## src/hdl/segi_pkg.sv

```systemverilog
`default_nettype none

package segi_pkg;

   // coordinate format and derived arithmetic widths
   localparam int COORD_W = 16;
   localparam int DIFF_W  = COORD_W + 1;        // coordinate differences
   localparam int PROD_W  = 2 * DIFF_W;         // difference products
   localparam int SUM_W   = PROD_W + 1;         // det, S and T numerators
   localparam int PT_W    = SUM_W + DIFF_W;     // T times a direction of A
   localparam int QUO_W   = COORD_W + 2;        // quotient bits kept
   localparam int NUM_W   = PT_W + 2;           // 2|P| + det
   localparam int DEN_W   = SUM_W + 1;          // 2 det
   localparam int GEO_LAT = 5;
   localparam int DIV_LAT = QUO_W + 2;

   typedef struct packed {
      logic signed [COORD_W-1:0] a0_x;
      logic signed [COORD_W-1:0] a0_y;
      logic signed [COORD_W-1:0] a1_x;
      logic signed [COORD_W-1:0] a1_y;
      logic signed [COORD_W-1:0] b0_x;
      logic signed [COORD_W-1:0] b0_y;
      logic signed [COORD_W-1:0] b1_x;
      logic signed [COORD_W-1:0] b1_y;
   } req_type;

   typedef struct packed {
      logic                      hit;
      logic                      parallel;
      logic signed [COORD_W-1:0] cross_x;
      logic signed [COORD_W-1:0] cross_y;
   } rsp_type;

   typedef struct packed {
      logic                      valid;
      logic                      hit;
      logic                      parallel;
      logic signed [COORD_W-1:0] a0_x;
      logic signed [COORD_W-1:0] a0_y;
      logic signed [PT_W-1:0]    px;
      logic signed [PT_W-1:0]    py;
      logic        [SUM_W-1:0]   det;
   } geo_type;

   typedef struct packed {
      logic             valid;
      logic             neg;
      logic             ovf;
      logic [QUO_W-1:0] q;
   } quo_type;

endpackage

`default_nettype wire

```

## src/hdl/segi_div.sv

```systemverilog
`default_nettype none

module segi_div
   import segi_pkg::*;
(
   input  wire logic                   clock,
   input  wire logic                   reset,
   input  wire logic                   in_valid,
   input  wire logic signed [PT_W-1:0] num,
   input  wire logic        [SUM_W-1:0] det,
   output quo_type                     quo
);

   // prep stage: rounding numerator 2|P| + det over denominator 2 det
   logic             va_ff, nega_ff;
   logic [NUM_W-1:0] n2_ff;
   logic [DEN_W-1:0] d2a_ff;
   logic [PT_W-1:0]  mag;

   // restoring steps, one quotient bit per stage
   logic             v_ff    [QUO_W+1];
   logic             neg_ff  [QUO_W+1];
   logic             ovf_ff  [QUO_W+1];
   logic [DEN_W-1:0] rem_ff  [QUO_W+1];
   logic [QUO_W-1:0] low_ff  [QUO_W+1];
   logic [QUO_W-1:0] q_ff    [QUO_W+1];
   logic [DEN_W-1:0] d2_ff   [QUO_W+1];

   assign mag = num[PT_W-1] ? $unsigned(-num) : $unsigned(num);

   always_ff @(posedge clock) begin
      if (reset) begin
         va_ff <= 1'b0;
      end else begin
         va_ff <= in_valid;
      end
   end

   always_ff @(posedge clock) begin
      nega_ff <= num[PT_W-1];
      n2_ff   <= {(NUM_W-1)'(mag), 1'b0} + NUM_W'(det);
      d2a_ff  <= {det, 1'b0};
   end

   // overflow stage: quotient would need more than QUO_W bits
   always_ff @(posedge clock) begin
      if (reset) begin
         v_ff[0] <= 1'b0;
      end else begin
         v_ff[0] <= va_ff;
      end
   end

   always_ff @(posedge clock) begin
      neg_ff[0] <= nega_ff;
      ovf_ff[0] <= (n2_ff >= {d2a_ff, {QUO_W{1'b0}}});
      rem_ff[0] <= n2_ff[NUM_W-1:QUO_W];
      low_ff[0] <= n2_ff[QUO_W-1:0];
      q_ff[0]   <= '0;
      d2_ff[0]  <= d2a_ff;
   end

   for (genvar k = 0; k < QUO_W; k++) begin : g_step
      logic [DEN_W:0] trial;
      logic           take;

      assign trial = {rem_ff[k], low_ff[k][QUO_W-1]};
      assign take  = (trial >= {1'b0, d2_ff[k]});

      always_ff @(posedge clock) begin
         if (reset) begin
            v_ff[k+1] <= 1'b0;
         end else begin
            v_ff[k+1] <= v_ff[k];
         end
      end

      always_ff @(posedge clock) begin
         rem_ff[k+1] <= take ? DEN_W'(trial - {1'b0, d2_ff[k]}) : DEN_W'(trial);
         low_ff[k+1] <= {low_ff[k][QUO_W-2:0], 1'b0};
         q_ff[k+1]   <= {q_ff[k][QUO_W-2:0], take};
         neg_ff[k+1] <= neg_ff[k];
         ovf_ff[k+1] <= ovf_ff[k];
         d2_ff[k+1]  <= d2_ff[k];
      end
   end

   assign quo.valid = v_ff[QUO_W];
   assign quo.neg   = neg_ff[QUO_W];
   assign quo.ovf   = ovf_ff[QUO_W];
   assign quo.q     = q_ff[QUO_W];

endmodule

`default_nettype wire

```

## config.mk

```make
export PLATFORM = sky130hd
export DESIGN_NAME = segi_div
export DESIGN_NICKNAME = d
export VERILOG_FILES = /design/src/hdl/segi_pkg.sv /design/src/hdl/segi_div.sv
export SDC_FILE = /design/constraint.sdc
export NUM_CORES = 2
export LEC_CHECK = 0
export ABC_AREA = 1
export ABC_CLOCK_PERIOD_IN_PS = 3450
export BUFFER_PORTS_ARGS = -buffer_cell sky130_fd_sc_hd__buf_2
export CORE_ASPECT_RATIO = 1.75
export CORE_MARGIN = 2
export CORE_UTILIZATION = 60
export CTS_CLUSTER_DIAMETER = 120
export CTS_CLUSTER_SIZE = 30
export DETAILED_ROUTE_END_ITERATION = 6
export MAX_ROUTING_LAYER = met4
export PLACE_DENSITY_LB_ADDON = 0.3
export SLEW_MARGIN = 20
export SYNTH_ARGS = -nofsm -noshare
export SYNTH_HDL_FRONTEND = slang
export SYNTH_SLANG_ARGS = --single-unit
```

## constraint.sdc

```tcl
create_clock -name clock -period 3.45 [get_ports clock]
set_input_delay 0.1725 -clock clock [delete_from_list [all_inputs] [get_ports clock]]
set_output_delay 0.1725 -clock clock [all_outputs]
set_load 0.01 [all_outputs]
```

==> results.json, run 1 <==
{
  "haltStage": "global routing (5_1_grt)",
  "gr-total-overflow": 5,
  "synthesis.area_um2": 85250,
  "ios": 111,
  "ys.flop_type": "dfxtp_1",
  "row_count": 183,
  "cts_buffers": 68,
  "cts_sinks": 1749,
  "ys_ff_latch": 1749,
  "syn_nets": 11870,
  "grt_pass1_vias": 87730,
  "yosysWarningCount": 0,
  "synth_cell_types": 59,
  "synthCells": 11060,
  "place.gp.congestion": 1.234,
  "cts_root_buffer": "clkbuf_16",
  "grtUsageTotal_pct": 61.76,
  "synth_top_cell_area_share_pct": 41.07,
  "die_h_um": 502.6,
  "outcome": "stopped before the end",
  "placed_cells": 13230,
  "dp_hpwl_um": 289000,
  "grt_max_degree": 64,
  "dp_slack_ns": -0.06608,
  "die_width_um": 288.9,
  "h-tree-depth": 3,
  "cts_setup_buffers": 0,
  "synthArstFlopShare_pct": 0,
  "synth.avg_cell_area_um2": 7.710,
  "yosys.area.top_type": "dfxtp_1",
  "start_util_pct": 60.25,
  "synth_area_leaders": "dfxtp_1 (41%), nand2_1 (12%), ha_1 (10%)",
  "grt_pass1_wl_um": 621100,
  "firstError": "[ERROR GRT-0116] Global routing finished with congestion. Check the congestion regions in the DRC Viewer.",
  "io_buffers": 110,
  "cts_buffer_depth": 3,
  "seq_area_frac_synth_pct": 41.07,
  "synth-edff-count": 0
}
-- Yosys cell counts (38+ instances only) --
library cell	count
o21ai_1	201
nor3_1	121
nand2_1	2673
ha_1	700
a211oi_1	38
nand3_1	343
nor4_1	74
inv_1	1327
o21ai_0	646
a21o_1	138
a21boi_0	42
nor2_1	967
a31oi_1	81
o21a_1	42
nand4_1	96
xor2_1	228
xnor2_1	349
buf_2	50
o21bai_1	86
a21oi_1	727
dfxtp_1	1749
nand3b_1	45
-- logic make-up after synthesis --
kind of cell	share of synthesized area, %
flops	41.07
buf+inv	6.935
fa+ha+maj	10.70
compound gates	14.00
xor+xnor	5.928
simple gates	21.37
other cells	0.004399
-- metal layers --
layer	overflow	GRT usage (%)
met1	0	54.26
met4	2	67.56
met5	-	-
met2	3	87.22
met3	0	35.68
-- per-stage QoR --
stage	util [%]	TNS [ns]	instance area (µm²)
after CTS	65.49	0	92680
after detailed placement	63.79	-0.2156	90260
after global placement	63.79	-0.1467	90260
after floorplan	-	0	85250
-- what timing repair did --
item | 4_1_cts
endpoints found under the setup margin | 9
hold endpoints to repair | 97
pin swaps | 0
resized for setup | 2
hold buffers | 53
gates cloned | 0
==> inputs of run 2 (changes only) <==
Settings changed: CORE_ASPECT_RATIO 1.75 to unset, CORE_UTILIZATION 60 to 40, CTS_CLUSTER_DIAMETER 120 to unset, CTS_CLUSTER_SIZE 30 to unset, MAX_ROUTING_LAYER met4 to unset, PLACE_DENSITY_LB_ADDON 0.3 to 0.15.
==> run 2 against run 1 <==
Compared with the run above: the run now ends clean; synthesized area did not move; synthesized cell count is the same.
==> results.json, run 2 <==
{
  "hp-start": "num[26]",
  "io_buffers": 110,
  "ir_worst_vdd_mv": 0.7685,
  "first_iter_violations": 5617,
  "finalSetupTns_ns": 0,
  "worst_slew_pin_slew_ns": 0.8915,
  "syn_nets": 11870,
  "yosys.area.top_type": "dfxtp_1",
  "largest_reg_flops": 648,
  "yosys-top-cells-count": "nand2_1 (2673), dfxtp_1 (1749), inv_1 (1327)",
  "fin_nets": 12280,
  "slew_headroom_pct": 40.43,
  "worstSetupStartpointType": "flop",
  "row_count": 169,
  "drcViolationCount": 0,
  "vias": 74420,
  "dpl-instance-area_um2": 89700,
  "first_pass_iters": 5,
  "drt-total-wl_um": 309800,
  "cts_buffer_depth": 3,
  "die_width_um": 465.7,
  "synth_cell_types": 59,
  "seq_area_frac_synth_pct": 41.07,
  "synthArstFlopShare_pct": 0,
  "cts_sinks": 1749,
  "mostFrequentLayoutCells": "nand2_1 (2671), dfxtp_1 (1749), inv_1 (1326)",
  "rsz0062_at_grt": "false",
  "start_util_pct": 40.24,
  "end_kind": "flop",
  "critical_path_class": "reg2reg",
  "cts_tree": "yes",
  "hold_path_end": "n2_ff[27]$_DFF_P_",
  "grt_max_degree": 66,
  "finalCriticalPeriod_ns": 3.314,
  "timing.rr.start": "d2_ff[7][8]$_DFF_P_",
  "drv_cap": 0,
  "outcome": "finished clean",
  "grtUsageTotal_pct": 27.89,
  "hold_viol_final": 0,
  "synthesis.area_um2": 85250,
  "final_common_cell": "nand2_1",
  "antenna_found_initial": 13,
  "fin_skew_ns": 0.03423,
  "cts_root_buffer": "clkbuf_16",
  "grt_pass1_vias": 73080,
  "synth_top_cell_area_share_pct": 41.07,
  "ff2ff_path_depth": 11,
  "r2r_setup_slack_ns": 0.14,
  "timing.fmax_mhz": 301.7,
  "synthCells": 11060,
  "clkTransAtPathRegs_ns": 0.07,
  "drive_above_1_share_pct": 6.404,
  "viasPerCell": 5.142,
  "synth.avg_cell_area_um2": 7.710,
  "cts_buffers": 184,
  "gr-total-overflow": 0,
  "core_area_um2": 211900,
  "p_per_area_nw_per_um2": 1070,
  "critPathArrivalTime_ns": 3.99,
  "worstPathRequired_ns": 4.13,
  "dp_hpwl_um": 261300,
  "r2r-end": "rem_ff[8][3]$_DFF_P_",
  "drv_slew": 0,
  "h-tree-depth": 4,
  "worstPathMaxFanout": 65,
  "die_h_um": 465.7,
  "area_delta_synth_final_pct": 14.85,
  "hold_path_class": "in2reg",
  "yosysWarningCount": 0,
  "synth-edff-count": 0,
  "regMostFlops": "rem_ff",
  "synth_area_leaders": "dfxtp_1 (41%), nand2_1 (12%), ha_1 (10%)",
  "ys.flop_type": "dfxtp_1",
  "largestRegisters": "rem_ff (648), d2_ff (613), q_ff (171)",
  "fin_crit_sh_pct": 96.07,
  "final_cell_area_um2": 97910,
  "die_area_um2": 216800,
  "ios": 111,
  "place.gp.congestion": 0.9807,
  "grt_pass1_wl_um": 457300,
  "insertion_delay_ns": 0.85,
  "detail_route.wl_per_cell_um": 21.40,
  "setup_violations": 0,
  "yosysMostFrequentCell": "nand2_1",
  "p_leak_nw": 45.63,
  "worstHoldPathCells": 4,
  "ant_nets": 0,
  "ys_ff_latch": 1749,
  "fillers": 21430
}
==> run 2: logic make-up (layout without fill, tap and decap cells) <==
family                   Yosys count  count (layout)  share of synthesized area [%]
AND/OR/NAND/NOR                 4427            4427                          21.37
flip-flops                      1749            1749                          41.07
XOR/XNOR                         577             577                          5.928
other                              1              19                       0.004399
buffers and inverters           1471            2048                          6.935
adder cells (fa/ha/maj)          718             718                          10.70
AO/OA/AOI/OAI                   2114            2114                          14.00
==> run 2: how the worst max path moves through the flow <==
| stage | slack, ns | to | startpoint |
|---|---|---|---|
| floorplan | 0.66 | n2_ff[36]$_DFF_P_ | num[51] |
| global placement | 0.13 | n2_ff[43]$_DFF_P_ | num[0] |
| detailed placement | 0.12 | n2_ff[43]$_DFF_P_ | num[0] |
| CTS | 0.08 | n2_ff[45]$_DFF_P_ | num[0] |
| global route | 0.03 | n2_ff[45]$_DFF_P_ | num[21] |
| finish | 0.14 | rem_ff[8][3]$_DFF_P_ | d2_ff[7][8]$_DFF_P_ |
==> run 2: metal layers <==
layer | vias to the layer above | share of wire, % | track usage (%)
li1 | 37100 | - | -
met1 | 34790 | 46 | 37.34
met2 | 2090 | 46 | 46.25
met3 | 452 | 4.8 | 3.211
met4 | 0 | 3.7 | 9.917
met5 | - | 0 | 0
==> run 2: area by class of cell <==
type                       count  area [µm²]  area share (%)
clock buffer                 242        5268           5.380
tap                         2821        3530           3.605
sequential                  1749       35010           35.76
clock inverter               102        1639           1.674
timing repair buffer         361        2918           2.980
antenna                       18       45.04         0.04600
inverter                    1343        5044           5.151
multi-input combinational   7837       44460           45.40
==> run 2: what timing repair did <==
action,CTS,global route
buffers inserted,0,8
hold buffers,108,0
gates resized for setup,0,29
hold endpoints to repair,108,0
setup endpoints to repair,0,3
==> run 2: critical path: stages, from the launching register on <==
cell       delay (ns)
dfxtp_1          0.68
inv_1            0.10
ha_1             0.37
nand2_1          0.13
nor2_1           0.22
nand2_1          0.08
nor3_1           0.41
nand3_1          0.17
o2111ai_1        0.20
a21oi_4          0.06
buf_12           0.21
o21ai_1          0.47
==> run 2: per-stage QoR <==
stage | hold slack [ns] | instances | util, % | power (mW) | setup slack, ns
6_report | 0.02877 | 14470 | 46.21 | 104.7 | 0.1355
2_1_floorplan | 0.2002 | 11060 | - | 64.24 | 0.6588
5_1_grt | -0.0001030 | 14470 | 46.21 | 111.8 | 0.02997
3_5_place_dp | 0.2761 | 14000 | 42.34 | 82.05 | 0.1229
4_1_cts | 0.001508 | 14450 | 46.11 | 104.7 | 0.07534
3_3_place_gp | 0.2766 | 14000 | 42.34 | 82.35 | 0.1287
==> run 2: where the power goes <==
group | internal, mW | switching, mW
Sequential | 26.6 | 4.95
Clock | 13.2 | 8.79
Combinational | 17.9 | 33.3
Total | 57.7 | 47.0
Power figures use the tool's default switching activity.
